### config.mk
export PLATFORM = sky130hd
export DESIGN_NAME = fifo_with_ordered_insert
export DESIGN_NICKNAME = d
export VERILOG_FILES = /design/src/hw/rtl/fwoi_pkg.sv /design/src/hw/rtl/fwoi_ctrl.sv /design/src/hw/rtl/fwoi_datapath.sv /design/src/hw/rtl/fifo_with_ordered_insert.sv
export SDC_FILE = /design/constraint.sdc
export NUM_CORES = 2
export LEC_CHECK = 0
export ABC_AREA = 1
export ABC_CLOCK_PERIOD_IN_PS = 9700
export BUFFER_PORTS_ARGS = -buffer_cell sky130_fd_sc_hd__buf_2
export CORE_ASPECT_RATIO = 1.1
export CORE_UTILIZATION = 30
export CTS_CLUSTER_DIAMETER = 200
export DETAILED_ROUTE_END_ITERATION = 7
export PLACE_DENSITY = 0.49
export SETUP_SLACK_MARGIN = 0.3
export SLEW_MARGIN = 20
export SYNTH_ARGS = -nofsm -noshare
export SYNTH_HDL_FRONTEND = slang
export SYNTH_SLANG_ARGS = --single-unit
### constraint.sdc
create_clock -name clk_i -period 9.7 [get_ports clk_i]
set_input_delay 0.485 -clock clk_i [delete_from_list [all_inputs] [get_ports clk_i]]
set_output_delay 0.485 -clock clk_i [all_outputs]
set_load 0.05 [all_outputs]
### src/hw/rtl/fwoi_pkg.sv
// Shared types and constants of the ordered-insert queue.
// Depends on nothing; imported by every module of the block.
package fwoi_pkg;

  localparam int unsigned VAL_W = 32;
  localparam int unsigned OCC_W = 5;

  localparam logic [1:0] MODE_ENQ = 2'd0;
  localparam logic [1:0] MODE_DEQ = 2'd1;
  localparam logic [1:0] MODE_INS = 2'd2;

  localparam logic signed [VAL_W-1:0] NO_VALUE = -32'sd1;

  typedef struct packed {
    logic [1:0]              mode;
    logic signed [VAL_W-1:0] value;
  } req_t;

  typedef struct packed {
    logic signed [VAL_W-1:0] out_value;
    logic                    out_valid;
    logic                    empty_error;
    logic                    full_error;
    logic [OCC_W-1:0]        occupancy;
  } res_t;

  typedef enum logic {
    ST_IDLE,
    ST_EXEC
  } state_e;

  typedef struct packed {
    logic capture;
    logic execute;
  } cmd_t;

endpackage

### src/hw/rtl/fwoi_ctrl.sv
// Sequencer of the ordered-insert queue: capture a word, then run the cell update.
// Depends on fwoi_pkg.
module fwoi_ctrl
  import fwoi_pkg::*;
(
  input  logic clk_i,
  input  logic rst_ni,
  input  logic start_i,
  output logic busy_o,
  output cmd_t cmd_o
);

  state_e state_q, state_d;

  always_ff @(posedge clk_i or negedge rst_ni) begin
    if (!rst_ni) begin
      state_q <= ST_IDLE;
    end else begin
      state_q <= state_d;
    end
  end

  always_comb begin
    state_d = state_q;
    unique case (state_q)
      ST_IDLE: begin
        if (start_i) state_d = ST_EXEC;
      end
      ST_EXEC: begin
        state_d = ST_IDLE;
      end
      default: state_d = ST_IDLE;
    endcase
  end

  always_comb begin
    busy_o        = 1'b0;
    cmd_o.capture = 1'b0;
    cmd_o.execute = 1'b0;
    unique case (state_q)
      ST_IDLE: begin
        cmd_o.capture = start_i;
      end
      ST_EXEC: begin
        busy_o        = 1'b1;
        cmd_o.execute = 1'b1;
      end
      default: busy_o = 1'b0;
    endcase
  end

endmodule

### src/hw/rtl/fwoi_datapath.sv
// Shifting cell array, entry count and result register of the ordered-insert queue.
// Depends on fwoi_pkg.
module fwoi_datapath
  import fwoi_pkg::*;
#(
  parameter int unsigned DEPTH = 16
) (
  input  logic clk_i,
  input  logic rst_ni,
  input  cmd_t cmd_i,
  input  req_t req_i,
  output res_t res_o,
  output logic res_valid_o
);

  localparam int unsigned CW = $clog2(DEPTH + 1);

  logic signed [VAL_W-1:0] cell_q [DEPTH];
  logic signed [VAL_W-1:0] cell_d [DEPTH];
  logic [CW-1:0]           count_q, count_d;
  req_t                    req_q;
  res_t                    res_q, res_d;
  logic                    res_valid_q;

  logic [DEPTH-1:0] sel;
  logic [DEPTH-1:0] ahead;
  logic [DEPTH-1:0] low_mask;
  logic             full;
  logic             empty;

  assign full  = (count_q == CW'(DEPTH));
  assign empty = (count_q == '0);

  always_comb begin
    // Per-cell insert point flags; first flagged cell takes the new value.
    for (int i = 0; i < DEPTH; i++) begin
      if (CW'(i) < count_q) begin
        if (i == 0) sel[i] = (cell_q[i] > req_q.value);
        else        sel[i] = (cell_q[i] >= req_q.value);
      end else begin
        sel[i] = (CW'(i) == count_q);
      end
      if (req_q.mode == MODE_ENQ) sel[i] = (CW'(i) == count_q);
    end
    for (int i = 0; i < DEPTH; i++) begin
      low_mask = (DEPTH'(1) << i) - DEPTH'(1);
      ahead[i] = |(sel & low_mask);
    end
  end

  always_comb begin
    cell_d  = cell_q;
    count_d = count_q;
    res_d.out_value   = NO_VALUE;
    res_d.out_valid   = 1'b0;
    res_d.empty_error = 1'b0;
    res_d.full_error  = 1'b0;
    case (req_q.mode)
      MODE_ENQ, MODE_INS: begin
        if (full) begin
          res_d.full_error = 1'b1;
        end else begin
          count_d = count_q + CW'(1);
          for (int i = 0; i < DEPTH; i++) begin
            if (ahead[i]) begin
              if (i > 0) cell_d[i] = cell_q[i-1];
            end else if (sel[i]) begin
              cell_d[i] = req_q.value;
            end
          end
        end
      end
      MODE_DEQ: begin
        if (empty) begin
          res_d.empty_error = 1'b1;
        end else begin
          res_d.out_value = cell_q[0];
          res_d.out_valid = 1'b1;
          count_d         = count_q - CW'(1);
          for (int i = 0; i < DEPTH - 1; i++) begin
            cell_d[i] = cell_q[i+1];
          end
        end
      end
      default: ;
    endcase
    res_d.occupancy = OCC_W'(count_d);
  end

  always_ff @(posedge clk_i or negedge rst_ni) begin
    if (!rst_ni) begin
      count_q     <= '0;
      res_valid_q <= 1'b0;
    end else begin
      res_valid_q <= cmd_i.execute;
      if (cmd_i.execute) count_q <= count_d;
    end
  end

  always_ff @(posedge clk_i) begin
    if (cmd_i.capture) req_q <= req_i;
    if (cmd_i.execute) begin
      cell_q <= cell_d;
      res_q  <= res_d;
    end
  end

  assign res_o       = res_q;
  assign res_valid_o = res_valid_q;

endmodule

### src/hw/rtl/fifo_with_ordered_insert.sv
// Top level of the bounded queue with enqueue, dequeue and ordered insert.
// Depends on fwoi_pkg, fwoi_ctrl and fwoi_datapath.
//
// A word is captured at the edge that sees start high with busy low; the
// following cycle (busy high) runs the update of the shifting cell array,
// where for an insert every cell compares its entry against the value at
// once and the first matching cell takes the new value while the cells
// behind it shift one place toward the tail. res_valid_o is high for exactly
// one cycle, the cycle after busy, to mark the result on res_o; busy is
// already low then, so the next word may be started while a result shows.
// The receiver cannot stall: sample res_o whenever res_valid_o is high, as it
// is never repeated. Every operation yields one result, including the unused
// mode code (no change, no flags). Entries need no clearing after reset; the
// block takes its first word right after reset is released.
module fifo_with_ordered_insert
  import fwoi_pkg::*;
#(
  parameter int unsigned DEPTH = 16
) (
  input  logic clk_i,
  input  logic rst_ni,
  input  logic start,
  output logic busy,
  input  req_t req_i,
  output res_t res_o,
  output logic res_valid_o
);

  cmd_t cmd;

  // Sequence: hold off new words while the cell update runs.
  fwoi_ctrl u_ctrl (
    .clk_i   (clk_i),
    .rst_ni  (rst_ni),
    .start_i (start),
    .busy_o  (busy),
    .cmd_o   (cmd)
  );

  // Store, shift and compare entries; register the result word.
  fwoi_datapath #(
    .DEPTH (DEPTH)
  ) u_datapath (
    .clk_i       (clk_i),
    .rst_ni      (rst_ni),
    .cmd_i       (cmd),
    .req_i       (req_i),
    .res_o       (res_o),
    .res_valid_o (res_valid_o)
  );

endmodule

==> summary.md <==
| Metric | Value |
|---|---|
| Status | finished clean |
| Ranking of synthesized cells by area | edfxtp_1 (42%), ha_1 (15%), nand2_1 (13%) |
| Antenna violations before repair | 2 |
| Hold Path Stages | 1 |
| WHS | roughly 0.054 ns |
| Hold Violations, Final | 0 |
| DRT iter0 DRCs | 2,711 |
| Rel. slew slack | between 20% and 30% |
| Crit path max-delay family | simple AND/OR/NAND/NOR gates |
| Critical Path Sink | u_datapath.cell_q[69] |
| Combinational Power Share | between 40% and 50% |
| Clock transition at path regs | approximately 0.060 ns |
| Startpoint class of the critical path | register |
| Worst r2r src | u_datapath.req_q[31] |
| Fmax | 155 MHz |
| Max stage delay cell, worst path | nor4_1 |
| Post-synth ARST share | between 1 and 1.5% |
| DRT antenna net count | 0 |
| Reg-to-reg endpoint | u_datapath.cell_q[69] |
| EDFF count, synth | 586 |
| ANT cells | 0 |
| Max FO, Critical Path | 131 |
| RSZ-0062 raised after global routing | no |
| Max_cap viols | 0 |
| Cell Area, Synth | 42,200 um^2 |
| Vias | 35,200 |
| Crit path required time | 10.10 ns |
| Sum of negative setup slack | 0 ns |
| Max incr delay on CP | 0.81 ns |
| Starting density of the core | between 30% and 40% |
| Via-per-instance ratio | 4.95 |
| Clk buf depth | 3 |
| Most frequent cells after synthesis | nand2_1 (1,505), edfxtp_1 (586), inv_1 (541), nand3_1 (532), ha_1 (517) |
| Register Area | between 15,000 and 20,000 um^2 |
| Lkg Pwr | 21.3 nW |
| Slew @ Worst Pin | 1.05 ns |
| Sw power | 5.36 mW |
| Dpl hpwl | around 95,000 um |
| #FFs+latches synth | 593 |
| Routability congestion estimate | 0.840 |
| Worst Reg-to-Reg Cells | 20 |
| Most used cell, CP | nand2_1 |
| Crit path arrival time | 6.84 ns |
| Vias in the first global route | 35,000 |
| Top-count cell post-synth | nand2_1 |
| GRT Overall Usage | 18.4% |
| Final setup skew | ~0.022 ns |
| Port bufs | 78 |
| VDD IR max | 0.000176 V |
| Die Span Y | 396 um |
| Crit Path Category | register to register |
| Routed WL per cell | between 15 and 20 um |
| H-tree lvl count | 3 |
| Post-synth top area share | between 40% and 50% |
| Clock sinks | 593 |
| Period utilization | about two thirds |
| Total Routed Length | 133,000 um |
| Synth unique cells | 42 |
| Sw Ratio | 44.0% |
| Count of final setup violators | 0 |
| Ports | 79 |
| Worst slack at placement | 3.29 ns |
| TritonCTS clock tree | done |
| CTS root buf | clkbuf_16 |
| Largest area contributor in the netlist | edfxtp_1 |
| Syn Area/Cell | about 8 um^2 |
| Slew Viols, Final | 0 |
| Post-Syn Nets | approximately 5,800 |
| Worst skew pair latency | 0.66 ns |
| Die area | 142,000 um^2 |
| Final #Nets | 5,795 |
| Ys flop type | edfxtp_1 |
| Die X | 360 um |
| Power per cell area | around 260 nW/um^2 |
| Pre-antenna DRT Iters | 5 |
| Residual DRC count | 0 |
| Total CTS buffers | 75 |
| Cell Int Power | 6.82 mW |
| Register area share after synthesis | 42.1% |
| Fill cells | between 10,000 and 15,000 |
| Multi-input gate area | ~21,000 um^2 |
| Post-CTS Setup Bufs | 0 |
| Largest net degree at the start of global routing | 152 |
| Rows | between 100 and 150 |
| Clock power share | between 20% and 30% |
| CP startpoint | u_datapath.req_q[31] |
| Reg2reg setup slack | around 3.3 ns |
| Reg power frac | between 30% and 40% |
| Setup ws final | 3.25 ns |
| Synthesis-to-layout area growth | 11.7% |
| First-pass GRT wire length | 207,000 um |
| Core Area | 140,000 um^2 |
| Crit path cell chain | inv_1 -> buf_4 -> ha_1 -> nand2_1 -> nor2_1 -> nand2_1 -> nor4_1 -> nand2_1 -> nand3_1 -> nand3_1 -> nand2_1 -> inv_2 -> nor2_4 -> nand2_2 -> nor2_4 -> buf_12 -> buf_4 -> nand3_1 -> nand3_1 -> nand2_1 |
| CP Depth | 20 |
| Hold Crit Class | input pin to register |
| Setup crit end kind | register |
| Synth Instances | 5,226 |
| Synth warn | 0 |
| Layout cell share with drive strength beyond 1 | 6.27% |
| Total grt overflow | 0 |
| CP bufs+invs | 5 |
| Final min period | 6.45 ns |
[sequential cells by signal, summed over array words and instances (netlist names)]
signal	flops
u_ctrl.state_q	1
u_datapath.cell_q	512
u_datapath.count_q	5
u_datapath.req_q	34
u_datapath.res_o	40
u_datapath.res_valid_o	1
[worst min-delay path by stage]
stage | from | endpoint | slack (ns)
after floorplan | rst_ni | u_ctrl.state_q | 0.19
after global placement | rst_ni | u_datapath.res_valid_o | 0.34
after detailed placement | rst_ni | u_datapath.res_valid_o | 0.34
after CTS | req_i[15] | u_datapath.req_q[15] | 0.002
after global routing | req_i[15] | u_datapath.req_q[15] | 0.03
final | req_i[15] | u_datapath.req_q[15] | 0.05
[layout by cell type (no fill, tap or decap), types with 7 or more instances in the layout]
master and count:
nand2_1 1504, o211ai_1 27, o22ai_1 45, o21bai_1 7
nand2_2 7, edfxtp_1 586, dlygate4sd3_1 30, nand4_1 46
buf_4 84, nand3_1 532, inv_1 539, o21ai_1 41
clkbuf_1 19, a21o_1 8, nor4_1 10, buf_2 78
o21ai_0 416, nor2_1 227, clkinv_1 19, nor3_1 15
nor2_2 7, or2_2 32, inv_2 8, clkbuf_16 78
clkinv_2 11, ha_1 517, a21oi_1 314, nor2_4 10
o21a_1 30
[cells by family (layout without fill, tap and decap cells)]
logic type | Yosys count | count (layout) | share of synthesized area (%)
AND/OR/NAND/NOR | 2400 | 2400 | 23.7
adder cells (fa/ha/maj) | 517 | 517 | 15.3
flip-flops | 593 | 593 | 42.1
buffers and inverters | 810 | 877 | 7.48
AO/OA/AOI/OAI | 906 | 906 | 11.4
[routing by layer]
metal	vias up	GRT usage (%)	wire length, um
li1	17800	-	-
met1	16500	23.3	59200
met2	690	32.3	64700
met3	165	2.21	5000
met4	0	6.35	4100
met5	-	0	0
[metrics by stage]
step	cell area [um^2]	utilization, %	std cells	power (mW)
global route	47200	33.7	7118	13.1
global placement	44600	31.9	6959	9.47
floorplan	42200	-	5226	7.76
CTS	47200	33.7	7118	12.3
finish	47200	33.7	7118	12.2
detailed placement	44600	31.9	6959	9.54
[power by group through the flow]
stage | registers, mW | logic (mW) | clock network [mW]
final | 4.10 | 5.38 | 2.69
after floorplan | 4.06 | 3.69 | 0
after global routing | 4.16 | 6.07 | 2.86
after detailed placement | 4.15 | 5.39 | 0
after global placement | 4.14 | 5.33 | 0
after CTS | 4.10 | 5.42 | 2.77
[final cells by class]
| cell class | count | share of cell area (%) |
|---|---|---|
| clock buffer | 100 | 4.38 |
| clock inverter | 29 | 0.403 |
| inverter | 553 | 4.41 |
| sequential | 593 | 37.7 |
| timing repair buffer | 195 | 2.93 |
| multi-input combinational | 3823 | 45.4 |
| tap | 1825 | 4.84 |
[repair_timing]
action	4_1_cts	5_1_grt
hold buffers	30	0
hold endpoints to repair	36	0
gates resized for setup	0	0
Power figures use the tool's default switching activity.
